<file path="config.mk">
export PLATFORM = sky130hd
export DESIGN_NAME = cigar_match_mismatch_refiner
export DESIGN_NICKNAME = d
export VERILOG_FILES = /design/src/hdl/cmr_pkg.sv /design/src/hdl/cmr_step.sv /design/src/hdl/cigar_match_mismatch_refiner.sv
export SDC_FILE = /design/constraint.sdc
export NUM_CORES = 1
export LEC_CHECK = 0
export BUFFER_PORTS_ARGS = -buffer_cell sky130_fd_sc_hd__buf_4
export CAP_MARGIN = 20
export CORE_MARGIN = 2
export CORE_UTILIZATION = 40
export DETAILED_ROUTE_END_ITERATION = 10
export HOLD_SLACK_MARGIN = 0.12
export MAX_ROUTING_LAYER = met4
export SLEW_MARGIN = 40
export SYNTH_ARGS = -nofsm -noshare
export SYNTH_HDL_FRONTEND = slang
export SYNTH_HIERARCHICAL = 1
export SYNTH_SLANG_ARGS = --single-unit
</file>
<file path="constraint.sdc">
create_clock -name clk -period 10.8 [get_ports clk]
set_clock_uncertainty 0.1 [all_clocks]
set_input_delay 0.54 -clock clk [delete_from_list [all_inputs] [get_ports clk]]
set_output_delay 0.54 -clock clk [all_outputs]
set_load 0.02 [all_outputs]
</file>
<file path="src/hdl/cmr_pkg.sv">
`timescale 1ns / 1ps
// ----------------------------------------------------------------------------
// cmr_pkg: shared codes and types for the extended CIGAR refiner
// Holds function codes, BAM op codes, fixed field widths and the result word.
// ----------------------------------------------------------------------------
package cmr_pkg;

	localparam int FUNC_W     = 3;
	localparam int OP_W       = 4;
	localparam int CIGAR_LEN_W = 28;
	localparam int EDIT_W     = 32;
	localparam int IN_BASE_W  = 8;
	localparam int IN_LEN_W   = 28;
	localparam int S_TDATA_W  = 104;
	localparam int M_TDATA_W  = 64;

	// Input function codes
	localparam logic [FUNC_W-1:0] FUNC_START  = 3'd0;
	localparam logic [FUNC_W-1:0] FUNC_ALIGN  = 3'd1;
	localparam logic [FUNC_W-1:0] FUNC_INS    = 3'd2;
	localparam logic [FUNC_W-1:0] FUNC_DEL    = 3'd3;
	localparam logic [FUNC_W-1:0] FUNC_FINISH = 3'd4;

	// BAM op codes
	localparam logic [OP_W-1:0] OP_NONE = 4'd0;
	localparam logic [OP_W-1:0] OP_INS  = 4'd1;
	localparam logic [OP_W-1:0] OP_DEL  = 4'd2;
	localparam logic [OP_W-1:0] OP_SOFT = 4'd4;
	localparam logic [OP_W-1:0] OP_EQ   = 4'd7;
	localparam logic [OP_W-1:0] OP_DIFF = 4'd8;

	typedef struct packed {
		logic                   valid;
		logic [OP_W-1:0]        op;
		logic [CIGAR_LEN_W-1:0] len;
	} cigar_word_t;

	localparam cigar_word_t EMPTY_WORD = '{valid: 1'b0, op: OP_NONE, len: '0};

endpackage

</file>
<file path="src/hdl/cmr_step.sv">
`timescale 1ns / 1ps
// ----------------------------------------------------------------------------
// cmr_step: one-item update of the run tracker
// Computes the next run state, the edit count and up to two CIGAR words.
// ----------------------------------------------------------------------------
module cmr_step #(
	parameter int LENGTH_BITS = 28,
	parameter int BASE_BITS   = 8
) (
	input  logic [cmr_pkg::FUNC_W-1:0] func,
	input  logic [BASE_BITS-1:0]       ref_base,
	input  logic [BASE_BITS-1:0]       query_base,
	input  logic [LENGTH_BITS-1:0]     op_length,
	input  logic [LENGTH_BITS-1:0]     query_length,
	input  logic [LENGTH_BITS-1:0]     query_end_pos,
	input  logic                       in_match,
	input  logic                       in_mismatch,
	input  logic [LENGTH_BITS-1:0]     match_len,
	input  logic [LENGTH_BITS-1:0]     mismatch_len,
	input  logic [cmr_pkg::EDIT_W-1:0] edit_count,
	output logic                       in_match_nx,
	output logic                       in_mismatch_nx,
	output logic [LENGTH_BITS-1:0]     match_len_nx,
	output logic [LENGTH_BITS-1:0]     mismatch_len_nx,
	output logic [cmr_pkg::EDIT_W-1:0] edit_count_nx,
	output cmr_pkg::cigar_word_t       word0,
	output cmr_pkg::cigar_word_t       word1,
	output logic                       two_words
);
	import cmr_pkg::*;

	localparam logic [LENGTH_BITS-1:0] LEN_MAX = '1;

	function automatic cigar_word_t mk_word(input logic [OP_W-1:0] op,
		input logic [LENGTH_BITS-1:0] len);
		cigar_word_t w;
		w.valid = 1'b1;
		w.op    = op;
		w.len   = CIGAR_LEN_W'(len);
		return w;
	endfunction

	logic [EDIT_W:0]        edit_sum;
	logic [LENGTH_BITS-1:0] edit_add;
	logic [LENGTH_BITS:0]   qend_p1;
	logic [LENGTH_BITS-1:0] clip_len;
	cigar_word_t            run_word;
	cigar_word_t            slot_a;
	cigar_word_t            slot_b;

	// edits added by this item: one per mismatch, the length of an indel
	assign edit_add = (func == FUNC_ALIGN) ?
			((ref_base != query_base) ? LENGTH_BITS'(1) : '0) :
		(func == FUNC_INS || func == FUNC_DEL) ? op_length : '0;

	// saturating edit add: anything past the top pins at all ones
	assign edit_sum = {1'b0, edit_count} + (EDIT_W+1)'(edit_add);
	assign qend_p1  = {1'b0, query_end_pos} + (LENGTH_BITS+1)'(1);
	assign clip_len = query_length - query_end_pos - LENGTH_BITS'(1);

	always_comb begin
		if (in_match) begin
			run_word = mk_word(OP_EQ, match_len);
		end else if (in_mismatch) begin
			run_word = mk_word(OP_DIFF, mismatch_len);
		end else begin
			run_word = EMPTY_WORD;
		end
	end

	always_comb begin
		in_match_nx     = in_match;
		in_mismatch_nx  = in_mismatch;
		match_len_nx    = match_len;
		mismatch_len_nx = mismatch_len;
		edit_count_nx   = edit_count;
		slot_a          = EMPTY_WORD;
		slot_b          = EMPTY_WORD;
		unique case (func)
			FUNC_START: begin
				in_match_nx     = 1'b0;
				in_mismatch_nx  = 1'b0;
				match_len_nx    = '0;
				mismatch_len_nx = '0;
				edit_count_nx   = '0;
				if (op_length != '0) begin
					slot_b = mk_word(OP_SOFT, op_length);
				end
			end
			FUNC_ALIGN: begin
				edit_count_nx = edit_sum[EDIT_W] ? '1 : edit_sum[EDIT_W-1:0];
				if (ref_base != query_base) begin
					if (in_match) begin
						slot_a = mk_word(OP_EQ, match_len);
					end
					match_len_nx = '0;
					// split an overlong run: emit the full word, restart at one
					if (in_mismatch && mismatch_len == LEN_MAX) begin
						slot_a = mk_word(OP_DIFF, LEN_MAX);
						mismatch_len_nx = LENGTH_BITS'(1);
					end else begin
						mismatch_len_nx = mismatch_len + LENGTH_BITS'(1);
					end
					in_match_nx    = 1'b0;
					in_mismatch_nx = 1'b1;
				end else begin
					if (in_mismatch) begin
						slot_a = mk_word(OP_DIFF, mismatch_len);
					end
					mismatch_len_nx = '0;
					if (in_match && match_len == LEN_MAX) begin
						slot_a = mk_word(OP_EQ, LEN_MAX);
						match_len_nx = LENGTH_BITS'(1);
					end else begin
						match_len_nx = match_len + LENGTH_BITS'(1);
					end
					in_match_nx    = 1'b1;
					in_mismatch_nx = 1'b0;
				end
			end
			FUNC_INS, FUNC_DEL: begin
				edit_count_nx   = edit_sum[EDIT_W] ? '1 : edit_sum[EDIT_W-1:0];
				slot_a          = run_word;
				slot_b          = mk_word((func == FUNC_INS) ? OP_INS : OP_DEL, op_length);
				in_match_nx     = 1'b0;
				in_mismatch_nx  = 1'b0;
				match_len_nx    = '0;
				mismatch_len_nx = '0;
			end
			FUNC_FINISH: begin
				slot_a          = run_word;
				in_match_nx     = 1'b0;
				in_mismatch_nx  = 1'b0;
				match_len_nx    = '0;
				mismatch_len_nx = '0;
				if ({1'b0, query_length} > qend_p1) begin
					slot_b = mk_word(OP_SOFT, clip_len);
				end
			end
			default: begin
			end
		endcase
	end

	// compact the two slots so the first word is a real one whenever either slot holds one
	always_comb begin
		if (slot_a.valid) begin
			word0     = slot_a;
			word1     = slot_b;
			two_words = slot_b.valid;
		end else begin
			word0     = slot_b;
			word1     = EMPTY_WORD;
			two_words = 1'b0;
		end
	end

endmodule

</file>
<file path="src/hdl/cigar_match_mismatch_refiner.sv">
`timescale 1ns / 1ps
// ----------------------------------------------------------------------------
// cigar_match_mismatch_refiner: extended CIGAR writer with edit counter
// Turns start / aligned pair / indel / finish words into '=', 'X', I, D and
// S words and keeps a saturating count of mismatches plus indel bases.
// ----------------------------------------------------------------------------
// Path: each input word is taken into the input register and moves on into the
//   result register once the last result of the previous word has left.
// Throughput: one input word per cycle while each yields one result and
//   m_tready is high; a two-result word holds the result register for both.
// Reset: arst_n clears all valid flags and the run/edit state asynchronously.
// ----------------------------------------------------------------------------
module cigar_match_mismatch_refiner #(
	parameter int LENGTH_BITS = 28,
	parameter int BASE_BITS   = 8
) (
	input  logic                          clk,
	input  logic                          arst_n,
	// input stream
	input  logic                          s_tvalid,
	output logic                          s_tready,
	// [7:0] ref_base, [15:8] query_base, [43:16] op_length,
	// [71:44] query_length, [99:72] query_end_pos, [103:100] zero
	input  logic [cmr_pkg::S_TDATA_W-1:0] s_tdata,
	// [2:0] func
	input  logic [cmr_pkg::FUNC_W-1:0]    s_tuser,
	// result stream
	output logic                          m_tvalid,
	input  logic                          m_tready,
	// [3:0] op_code, [31:4] cigar_length, [63:32] edit_total
	output logic [cmr_pkg::M_TDATA_W-1:0] m_tdata,
	// [0] word_valid
	output logic                          m_tuser,
	// last result caused by the input word
	output logic                          m_tlast
);
	import cmr_pkg::*;

	// input register
	logic                     valid_s1;
	logic [FUNC_W-1:0]        func_s1;
	logic [BASE_BITS-1:0]     ref_base_s1;
	logic [BASE_BITS-1:0]     query_base_s1;
	logic [LENGTH_BITS-1:0]   op_length_s1;
	logic [LENGTH_BITS-1:0]   query_length_s1;
	logic [LENGTH_BITS-1:0]   query_end_pos_s1;

	// run tracker state
	logic                     in_match_q;
	logic                     in_mismatch_q;
	logic [LENGTH_BITS-1:0]   match_len_q;
	logic [LENGTH_BITS-1:0]   mismatch_len_q;
	logic [EDIT_W-1:0]        edit_count_q;

	logic                     in_match_nx;
	logic                     in_mismatch_nx;
	logic [LENGTH_BITS-1:0]   match_len_nx;
	logic [LENGTH_BITS-1:0]   mismatch_len_nx;
	logic [EDIT_W-1:0]        edit_count_nx;
	cigar_word_t              word0_nx;
	cigar_word_t              word1_nx;
	logic                     two_nx;

	// result register: up to two words per input, shown one after the other
	logic                     res_valid_q;
	logic                     res_two_q;
	logic                     res_sel_q;
	cigar_word_t              word0_q;
	cigar_word_t              word1_q;
	logic [EDIT_W-1:0]        res_edit_q;

	cigar_word_t              cur_word;
	logic                     out_fire;
	logic                     advance;

	assign m_tvalid = res_valid_q;
	assign m_tlast  = !res_two_q || res_sel_q;
	assign cur_word = res_sel_q ? word1_q : word0_q;
	assign m_tdata  = {res_edit_q, cur_word.len, cur_word.op};
	assign m_tuser  = cur_word.valid;
	assign out_fire = m_tvalid && m_tready;

	// move the held word into the result register when it is empty or its last result leaves
	assign advance  = valid_s1 && (!res_valid_q || (out_fire && m_tlast));
	assign s_tready = !valid_s1 || advance;

	cmr_step #(
		.LENGTH_BITS(LENGTH_BITS),
		.BASE_BITS  (BASE_BITS)
	) u_step (
		.func           (func_s1),
		.ref_base       (ref_base_s1),
		.query_base     (query_base_s1),
		.op_length      (op_length_s1),
		.query_length   (query_length_s1),
		.query_end_pos  (query_end_pos_s1),
		.in_match       (in_match_q),
		.in_mismatch    (in_mismatch_q),
		.match_len      (match_len_q),
		.mismatch_len   (mismatch_len_q),
		.edit_count     (edit_count_q),
		.in_match_nx    (in_match_nx),
		.in_mismatch_nx (in_mismatch_nx),
		.match_len_nx   (match_len_nx),
		.mismatch_len_nx(mismatch_len_nx),
		.edit_count_nx  (edit_count_nx),
		.word0          (word0_nx),
		.word1          (word1_nx),
		.two_words      (two_nx)
	);

	// input register: take a word whenever the slot is free or draining
	always_ff @(posedge clk or negedge arst_n) begin
		if (!arst_n) begin
			valid_s1 <= 1'b0;
		end else if (s_tready) begin
			valid_s1 <= s_tvalid;
		end
	end

	always_ff @(posedge clk) begin
		if (s_tvalid && s_tready) begin
			func_s1          <= s_tuser;
			ref_base_s1      <= s_tdata[BASE_BITS-1:0];
			query_base_s1    <= s_tdata[IN_BASE_W +: BASE_BITS];
			op_length_s1     <= s_tdata[2*IN_BASE_W +: LENGTH_BITS];
			query_length_s1  <= s_tdata[2*IN_BASE_W+IN_LEN_W +: LENGTH_BITS];
			query_end_pos_s1 <= s_tdata[2*IN_BASE_W+2*IN_LEN_W +: LENGTH_BITS];
		end
	end

	// commit the state update together with the results
	always_ff @(posedge clk or negedge arst_n) begin
		if (!arst_n) begin
			in_match_q     <= 1'b0;
			in_mismatch_q  <= 1'b0;
			match_len_q    <= '0;
			mismatch_len_q <= '0;
			edit_count_q   <= '0;
		end else if (advance) begin
			in_match_q     <= in_match_nx;
			in_mismatch_q  <= in_mismatch_nx;
			match_len_q    <= match_len_nx;
			mismatch_len_q <= mismatch_len_nx;
			edit_count_q   <= edit_count_nx;
		end
	end

	// result control: load on advance, step to the second word, drop when done
	always_ff @(posedge clk or negedge arst_n) begin
		if (!arst_n) begin
			res_valid_q <= 1'b0;
			res_two_q   <= 1'b0;
			res_sel_q   <= 1'b0;
		end else if (advance) begin
			res_valid_q <= 1'b1;
			res_two_q   <= two_nx;
			res_sel_q   <= 1'b0;
		end else if (out_fire && m_tlast) begin
			res_valid_q <= 1'b0;
			res_sel_q   <= 1'b0;
		end else if (out_fire) begin
			res_sel_q   <= 1'b1;
		end
	end

	always_ff @(posedge clk) begin
		if (advance) begin
			word0_q    <= word0_nx;
			word1_q    <= word1_nx;
			res_edit_q <= edit_count_nx;
		end
	end

endmodule

</file>
; Word level (Yosys, flattened, before mapping)
; Cells that the tools add are included.
[op_classes]
reduce_logical = 23
eq_ne = 7
n_lt_le_gt_ge = 1
n_addsub = 6
n_mux = 34
[ops]
columns = op, count
row1 = $mux 33, 9
row2 = $mux 28, 6
row3 = $pmux 28 s2, 2
row4 = $pmux 33 s3, 1
row5 = $pmux 33 s2, 1
row6 = $mux 32, 2
row7 = $pmux 32 s2, 1
row8 = $add 28x1->28 const B, 2
row9 = $eq 28x28->1 const B, 2
row10 = $add 32x28->33, 1
row11 = $add 28x1->29 const B, 1
row12 = $gt 28x29->1, 1
row13 = $reduce_bool 28->1, 1
row14 = $sub 28x1->28 const B, 1
row15 = $sub 28x28->28, 1
row16 = $mux 1, 9
row17 = $ne 8x8->1, 1
row18 = $eq 3x2->1 const B, 2
row19 = $logic_and 1x1->1, 6
row20 = $reduce_or 3->1, 2
row21 = $logic_or 1x1->1, 4
row22 = $pmux 1 s2, 2
row23 = $reduce_bool 2->1, 2
row24 = $reduce_or 4->1, 1
row25 = other kinds (8), 10
[word_totals]
output_inout_bits = 68
word_cells = 93
reg_bits = 295
in_bits = 111

; Depth between registers and ports, before layout
; Gate-level depths: netlist of run 1.
[logic_depth]
ltp_word = 7
mapped_depth = 20
ltp_nobuf = 16

; By module
; The synthesis of run 1 kept the hierarchy.
[by_module_without_submodules]
columns = module, cells_each, seq_area_each_um2, instances, area_each_um2
row1 = cigar_match_mismatch_refiner, 447, 8388.0, 1, 10298.6
row2 = cmr_step, 1276, 0.0, 1, 7960.1

; Worst setup path before layout of run 1
; No wires, ideal clock.
[synth_timing]
path_type = reg2reg
startpoint = reg query_base_s1[3]
endpoint = reg edit_count_q[13]
setup_time_ns = 0.125
path_buffers = 2
path_stages_with_launch = 18
period_less_slack_ns = 4.253
arrival_ns = 4.028
t_required_ns = 10.575
setup_slack_ns = 6.547
path_cell_list = edfxtp_1 > xor2_1 > nor4_1 > a21bo_1 > buf_4 > nand2_1 > ha_1 > fa_1 > a211oi_1 > o211ai_1 > nand4_1 > a211oi_1 > o41ai_2 > o31ai_2 > buf_2 > o21ai_0 > o21ai_0 > mux2_4
[synth_via]
elab_chain_len = 6
[synth_rtl]
columns = element, line_no
row1 = start: declaration, cigar_match_mismatch_refiner.sv:43  ; logic [BASE_BITS-1:0] query_base_s1;
row2 = start signal: assignment, cigar_match_mismatch_refiner.sv:125  ; query_base_s1 <= s_tdata[IN_BASE_W +: BASE_BITS];
row3 = $ne 8x8->1, cmr_step.sv:53  ; ((ref_base != query_base) ? LENGTH_BITS'(1) : '0) :
row4 = $mux 1, cmr_step.sv:53
row5 = $mux 28, cmr_step.sv:52  ; assign edit_add = (func == FUNC_ALIGN) ?
row6 = $add 32x28->33, cmr_step.sv:57  ; assign edit_sum = {1'b0, edit_count} + (EDIT_W+1)'(edit_add);
row7 = $mux 32, "cmr_step.sv:91, cmr_step.sv:122"
row8 = $pmux 32 s2, cmr_step.sv:79  ; unique case (func)
row9 = named net edit_count_nx[13], cigar_match_mismatch_refiner.sv:59  ; logic [EDIT_W-1:0] edit_count_nx;
row10 = end signal: assignment, cigar_match_mismatch_refiner.sv:145  ; edit_count_q <= edit_count_nx;
row11 = end: declaration, cigar_match_mismatch_refiner.sv:53  ; logic [EDIT_W-1:0] edit_count_q;
; The timed path passes the listed nets, and every way through them passes these cells.
; A chain may end at the register's enable or synchronous reset.

; Worst setup path after layout of run 1
[layout_timing]
startpoint = reg query_base_s1[5]
endpoint = reg edit_count_q[17]
; The elaborated chain is that of the path after synthesis.

==> flow_summary.json, run 1 <==
{
  "mappedNetlistArea_um2": 18300,
  "synth_area_leaders": "edfxtp_1 (33%), dfrtp_1 (13%), mux2_4 (6.5%)",
  "vias": 14543,
  "setup_viol": 0,
  "hold_viol_final": 0,
  "cp-start-kind": "flop",
  "slew_headroom_pct": 42.3,
  "synth_edf_count": 201,
  "power.total_mw": 3.62,
  "grt_setup_unrepaired": "false",
  "post-dp-hpwl_mm": 37.1,
  "path_class": "flop to flop",
  "hold_buffers": 105,
  "synthDistinctLibCells": 79,
  "synth_top_family_by_area": "compound AO/OA/AOI/OAI gates",
  "overflow": 0,
  "placed_cell_area_um2": 20100,
  "gp_congestion": 0.926,
  "crit_required_ps": 11130,
  "syn-num-nets": 1923,
  "syn_avg_cell_area_um2": 10.6,
  "tightestPinTransition_ps": 843,
  "multiInputGateArea_um2": 9330,
  "die_x_um": 218,
  "clockRootBuffer": "clkbuf_16",
  "synth_top_area_cell": "edfxtp_1",
  "p_leak_nw": 9.30,
  "cp_top_family": "compound AO/OA/AOI/OAI gates",
  "max_cap_violations": 0,
  "fill_cells": 4012,
  "crit_chain": "xor2_1, nor4_4, a21bo_1, nand2_1, ha_1, fa_1, a211oi_1, o211ai_1, nand4_1, a211oi_1, o41ai_2, o31ai_2, buf_4, nor2_1, a221oi_1, mux2_4",
  "dieArea_um2": 47400,
  "netlist.area_leader.share_pct": 33.1,
  "clk_latency_ps": 550,
  "dominantRegCellSynth": "edfxtp_1",
  "antenna_found_initial": 1,
  "cp_max_fo": 26,
  "cts_tree": "built",
  "routed_wl_mm": 53.1,
  "die_h_um": 218,
  "grt_use_total_pct": 23.0,
  "wl_per_cell_um": 20.4,
  "ys_warn_count": 6,
  "ios": 179,
  "postSynth.asyncResetShare_pct": 31.9,
  "synthMuxAreaShare_pct": 9.33,
  "holdWs_ps": 205,
  "drt-initial-drc-count": 1206,
  "crit_buf_inv": 1,
  "synth-seq-cells": 295,
  "grt_max_degree": 131,
  "dp.cells": 2432,
  "path_clk_slew_ps": 60,
  "yosysSeqAreaShare_pct": 45.9,
  "layout-drive-gt1-share_pct": 20.1,
  "min_period_ps": 5340,
  "synth_compound_area_share_pct": 17.2,
  "fin_cells": 2602,
  "cellPowerDensity_nw_per_um2": 161,
  "grt_pass1_vias": 14213,
  "synth-xor-area-share_pct": 4.17,
  "core_area_um2": 45200,
  "n_antenna_cell": 0,
  "initial_utilization_pct": 40.4,
  "cp_common_cell": "a211oi_1",
  "htreeDepth": 2,
  "num_rows": 78,
  "cts_setup_buffers": 0,
  "cp-end-kind": "flop",
  "report.final.slew_viol_count": 0,
  "first_pass_iters": 6,
  "io_buffer_count": 174,
  "ant_nets": 0,
  "cts.sink_count": 295,
  "yosys.area_share.simple_pct": 13.7,
  "max_stage_delay_ps": 640,
  "fin_area_um2": 22400,
  "post_cts_resized": 0,
  "synthTopCellsByCount": "edfxtp_1 (201), nand2_1 (175), o21ai_0 (155)",
  "grt_pass1_wl_mm": 81.4,
  "clockBufferDepth": 3,
  "status": "finished clean",
  "seq_area_um2": 8390,
  "cts_made_buffers": 36,
  "via_per_inst": 5.59,
  "crit_slowest_cell": "nor4_4",
  "hp-class": "input pin to flop",
  "period_share_pct": 49.4,
  "yosysMostFrequentCell": "edfxtp_1",
  "crit_arrival_ps": 5660,
  "syn_inst": 1723,
  "synth_fa_ha_area_share_pct": 6.18,
  "num-nets-final": 2176,
  "vdd_ir_drop_max_mv": 0.134,
  "drc_errors": 0,
  "areaGrowthSynthToFinish_pct": 22.8,
  "timing.setup.tns_ps": 0,
  "max_freq_mhz": 187
}
metal layers:
metal / up-vias / track usage, % / share of wire, %
met2: 449 / 36.4 / 47
met3: 88 / 4.04 / 5.7
met4: 0 / 7.83 / 2.9
met5: - / - / 0
li1: 6959 / - / -
met1: 7047 / 29.8 / 45
final timing paths:
check                                 start                to  slack [ps]  cells past startpoint
setup / recovery           query_base_s1[5]  edit_count_q[17]        5460                     16
hold / removal                     m_tready         res_sel_q         200                      3
setup reg to reg           query_base_s1[5]  edit_count_q[17]        5460                     16
hold reg to reg                   res_two_q         res_two_q         440                      1
max in group asynchronous            arst_n   edit_count_q[2]        9190                      3
min in group asynchronous            arst_n         res_sel_q         420                      2
logic make-up (layout without fill, tap and decap cells):
group | count (synthesis) | after routing
AND/OR/NAND/NOR | 510 | 510
buffers and inverters | 136 | 415
flip-flops | 295 | 295
adder cells (fa/ha/maj) | 89 | 89
XOR/XNOR | 87 | 87
other | 1 | 1
multiplexers | 125 | 125
AO/OA/AOI/OAI | 480 | 480
where the power goes:
part           internal [mW]  switching, mW  total [mW]
Sequential              1.37          0.101        1.47
Clock                  0.755          0.478        1.23
Combinational          0.404          0.507       0.911
Total                   2.53           1.09        3.62
stage by stage:
step / setup slack [ps] / utilization (%)
2_1_floorplan: 6550 / -
3_3_place_gp: 5340 / 44.4
4_1_cts: 5530 / 49.6
6_report: 5460 / 49.6
3_5_place_dp: 5540 / 44.6
5_1_grt: 5350 / 49.6
area by class of cell:
type,count,area share [%]
timing repair buffer,296,11.4
tap,600,3.35
clock inverter,17,0.965
multi-input combinational,1292,41.6
sequential,295,37.4
clock buffer,47,4.34
inverter,55,0.921
placed cells by master, fill, tap and decap left out, drive strengths merged, types with 6 or more instances in the layout:
cell         Yosys  layout
nor2            84      84
and2            49      49
nand2b          16      16
or3              7       7
xor2            30      30
nor2b           10      10
nand4           29      29
a21o            36      36
dlygate4sd3      0     105
o41ai            9       9
a211oi          15      15
clkinv           0       9
or2              6       6
a22o            33      33
a221oi           6       6
o21ai          162     162
a211o           11      11
and3            24      24
nand2          175     175
a2111oi          6       6
o211ai          13      13
clkbuf          46      47
o21a             7       7
xnor2           57      57
edfxtp         201     201
a22oi            9       9
a21oi           98      98
nor4            14      14
o31ai           18      18
dfrtp           94      94
a31oi           16      16
inv             55      55
nand3           56      56
ha              87      87
buf             35     191
mux2           124     124
nor3            25      25
worst register-to-register path: cells and delay by family, from the launching register on:
kind,cells,cell delay [ps]
buffers and inverters,1,230
XOR/XNOR,1,200
AO/OA/AOI/OAI,7,2060
adder cells (fa/ha/maj),2,700
flip-flops,1,380
AND/OR/NAND/NOR,4,1250
multiplexers,1,300
sequential cells by signal, indices dropped and copies added, names as in the netlist, 28 cells and up:
name,count
word0_q,33
word1_q,33
edit_count_q,32
res_edit_q,32
match_len_q,28
mismatch_len_q,28
op_length_s1,28
query_end_pos_s1,28
query_length_s1,28
(Power assumes the default switching activity.)
==> run 2: changes to the inputs <==
- ABC_AREA: unset -> 1
- clock period: 10.8 -> 4.6 ns (I/O delays scaled with it)
==> run 2 against run 1 <==
Total power rose to 3.2 times the previous value. First-iteration DRC count up 52%. Maximum frequency up 31%. Critical path type unchanged.
==> flow_summary.json, run 2 <==
{
  "switching_share_pct": 42.1,
  "crit_buf_inv": 4,
  "synth-seq-cells": 295,
  "cp_common_cell": "nand2_1",
  "cts_made_buffers": 37,
  "vdd_ir_drop_max_mv": 0.385,
  "ios": 179,
  "synthDistinctLibCells": 50,
  "cp-start-kind": "flop",
  "rr_endpoint": "res_edit_q[4]",
  "num_rows": 83,
  "min_period_ps": 4060,
  "fin_cells": 3871,
  "die_h_um": 232,
  "cellPowerDensity_nw_per_um2": 467,
  "core_area_um2": 51300,
  "htreeDepth": 2,
  "mappedNetlistArea_um2": 20800,
  "antenna_found_initial": 5,
  "crit_slowest_cell": "fa_1",
  "routed_wl_mm": 69.8,
  "fin_area_um2": 24900,
  "synth_area_leaders": "edfxtp_1 (29%), nand2_1 (21%), dfrtp_1 (11%)",
  "crit_arrival_ps": 4250,
  "hp-class": "input pin to flop",
  "dp.cells": 3691,
  "p_comb_share_pct": 41.2,
  "clock_power_share_pct": 23.7,
  "ant_nets": 0,
  "synth_top_area_cell": "edfxtp_1",
  "gp_congestion": 0.958,
  "grt_pass1_vias": 18901,
  "synth_edf_count": 201,
  "hold_viol_final": 0,
  "use_met2_pct": 42.5,
  "ys_warn_count": 6,
  "placed_cell_area_um2": 22600,
  "drt-initial-drc-count": 1839,
  "min_to": "op_length_s1[4]",
  "p_leak_nw": 11.8,
  "cp_top_family": "simple AND/OR/NAND/NOR gates",
  "dieArea_um2": 53800,
  "clockBufferDepth": 3,
  "holdPathStages": 2,
  "regToRegSetupSlack_ps": 540,
  "areaGrowthSynthToFinish_pct": 19.6,
  "max_freq_mhz": 246,
  "grt_pass1_wl_mm": 108,
  "netlist.area_leader.share_pct": 29.0,
  "drc_errors": 0,
  "syn_inst": 2914,
  "postSynth.asyncResetShare_pct": 31.9,
  "first_pass_iters": 5,
  "synthTopCellsByCount": "nand2_1 (1169), inv_1 (285), nand3_1 (219)",
  "yosysSeqAreaShare_pct": 40.3,
  "r2r_cells": 22,
  "report.final.slew_viol_count": 0,
  "initial_utilization_pct": 40.5,
  "yosysMostFrequentCell": "nand2_1",
  "syn_avg_cell_area_um2": 7.14,
  "die_x_um": 232,
  "post-dp-hpwl_mm": 52.0,
  "status": "finished clean",
  "hp-start": "s_tdata[20]",
  "path_clk_slew_ps": 60,
  "timing.setup.tns_ps": 0,
  "cp_max_fo": 20,
  "internal-power_mw": 6.72,
  "via_per_inst": 5.12,
  "fill_cells": 5142,
  "holdWs_ps": 285,
  "grt_max_degree": 104,
  "netSwitchingPower_mw": 4.88,
  "cts.sink_count": 295,
  "cp-end-kind": "flop",
  "vias": 19831,
  "cts_tree": "built",
  "io_buffer_count": 174,
  "num-nets-final": 3359,
  "post_cts_resized": 0,
  "clk_latency_ps": 560,
  "reg_top3": "word0_q: 33 flops, word1_q: 33 flops",
  "crit_required_ps": 4790,
  "crit_chain": "inv_1, or2_1, nand4_1, nor2_1, nand2_2, inv_2, nor2_1, inv_1, o21ai_0, ha_1, fa_1, nand2_1, o21ai_1, nand2_1, nand2_1, nand2_1, nand2_1, a21oi_2, buf_4, nand2_1, nand2_1, nand2_1",
  "grt_setup_unrepaired": "false",
  "layout_common_cells": "nand2_1 (1168), inv_1 (282), nand3_1 (219)",
  "tightestPinTransition_ps": 834,
  "grt_use_total_pct": 26.7,
  "use_met3_pct": 3.52,
  "final_common_cell": "nand2_1",
  "max_cap_violations": 0,
  "setup_viol": 0,
  "grt-busiest-layer": "met2",
  "clockRootBuffer": "clkbuf_16",
  "slew_headroom_pct": 44.4,
  "overflow": 0,
  "layout-drive-gt1-share_pct": 10.5,
  "power.total_mw": 11.6,
  "reg2reg_from": "query_base_s1[2]",
  "path_class": "flop to flop",
  "seqPwrFrac_pct": 35.1,
  "wl_per_cell_um": 18.0,
  "period_share_pct": 88.3,
  "max_stage_delay_ps": 460,
  "met1_usage_pct": 35.7,
  "dominantRegCellSynth": "edfxtp_1",
  "syn-num-nets": 3114
}
## run 2: cell count changes after synthesis, sizes merged, moves of 29 or more
cell	delta
a21oi	+29
nor2	+133
o21ai	-52
nand2	+1001
nand3	+166
mux2	-124
and2	-47
a22o	-33
a21o	-35
xnor2	-36
nor3	+35
xor2	+33
inv	+246
## run 2: logic make-up (layout without fill, tap and decap cells)
group	count (synthesis)	after routing	share of synthesized area (%)
xor+xnor	84	84	3.54
buf+inv	403	675	8.01
fa+ha+maj	89	89	5.43
compound gates	270	270	7.19
other cells	1	6	0.0180
simple gates	1772	1772	35.5
flops	295	295	40.3
## run 2: routing by layer
layer	vias to the layer above	share of wire, %
met2	619	46
met4	0	2.7
met5	-	0
li1	9946	-
met1	9174	45
met3	92	5.8
## run 2: worst max path at each step
stage	from	endpoint	slack [ps]	depth (start not counted)
floorplan	m_tvalid	func_s1[0]	1000	6
global placement	query_base_s1[5]	edit_count_q[4]	600	24
detailed placement	query_base_s1[5]	edit_count_q[5]	540	24
CTS	query_base_s1[5]	edit_count_q[5]	530	24
global route	query_base_s1[5]	edit_count_q[5]	90	24
finish	query_base_s1[2]	res_edit_q[4]	540	22
## run 2: repair_timing
item / 4_1_cts / 5_1_grt
endpoints found under the hold margin: 153 / 11
endpoints found under the setup margin: 0 / 0
hold buffers: 107 / 1
buffers inserted: 0 / 0
## run 2: metrics by stage
stage,setup WS (ps),utilization (%)
2_1_floorplan,1000,-
3_3_place_gp,596,44.1
3_5_place_dp,541,44.1
4_1_cts,532,48.4
5_1_grt,94.5,48.5
6_report,538,48.5
## run 2: power groups by stage
stage	clock (mW)	combinational [mW]	sequential [mW]
2_1_floorplan	0	3.01	4.15
3_3_place_gp	0	4.65	4.11
3_5_place_dp	0	4.70	4.12
4_1_cts	2.82	4.79	4.08
5_1_grt	2.92	5.29	4.13
6_report	2.75	4.78	4.07
## run 2: cell type report
class | count | area [µm²] | share of cell area (%)
well taps | 680 | 851 | 3.42
inverters | 302 | 1140 | 4.60
diodes | 5 | 12.5 | 0.0503
clock buffers | 48 | 987 | 3.97
clock inverters | 18 | 126 | 0.508
multi-input cells | 2216 | 10700 | 43.2
flip-flops and latches | 295 | 8390 | 33.7
repair buffers | 307 | 2610 | 10.5
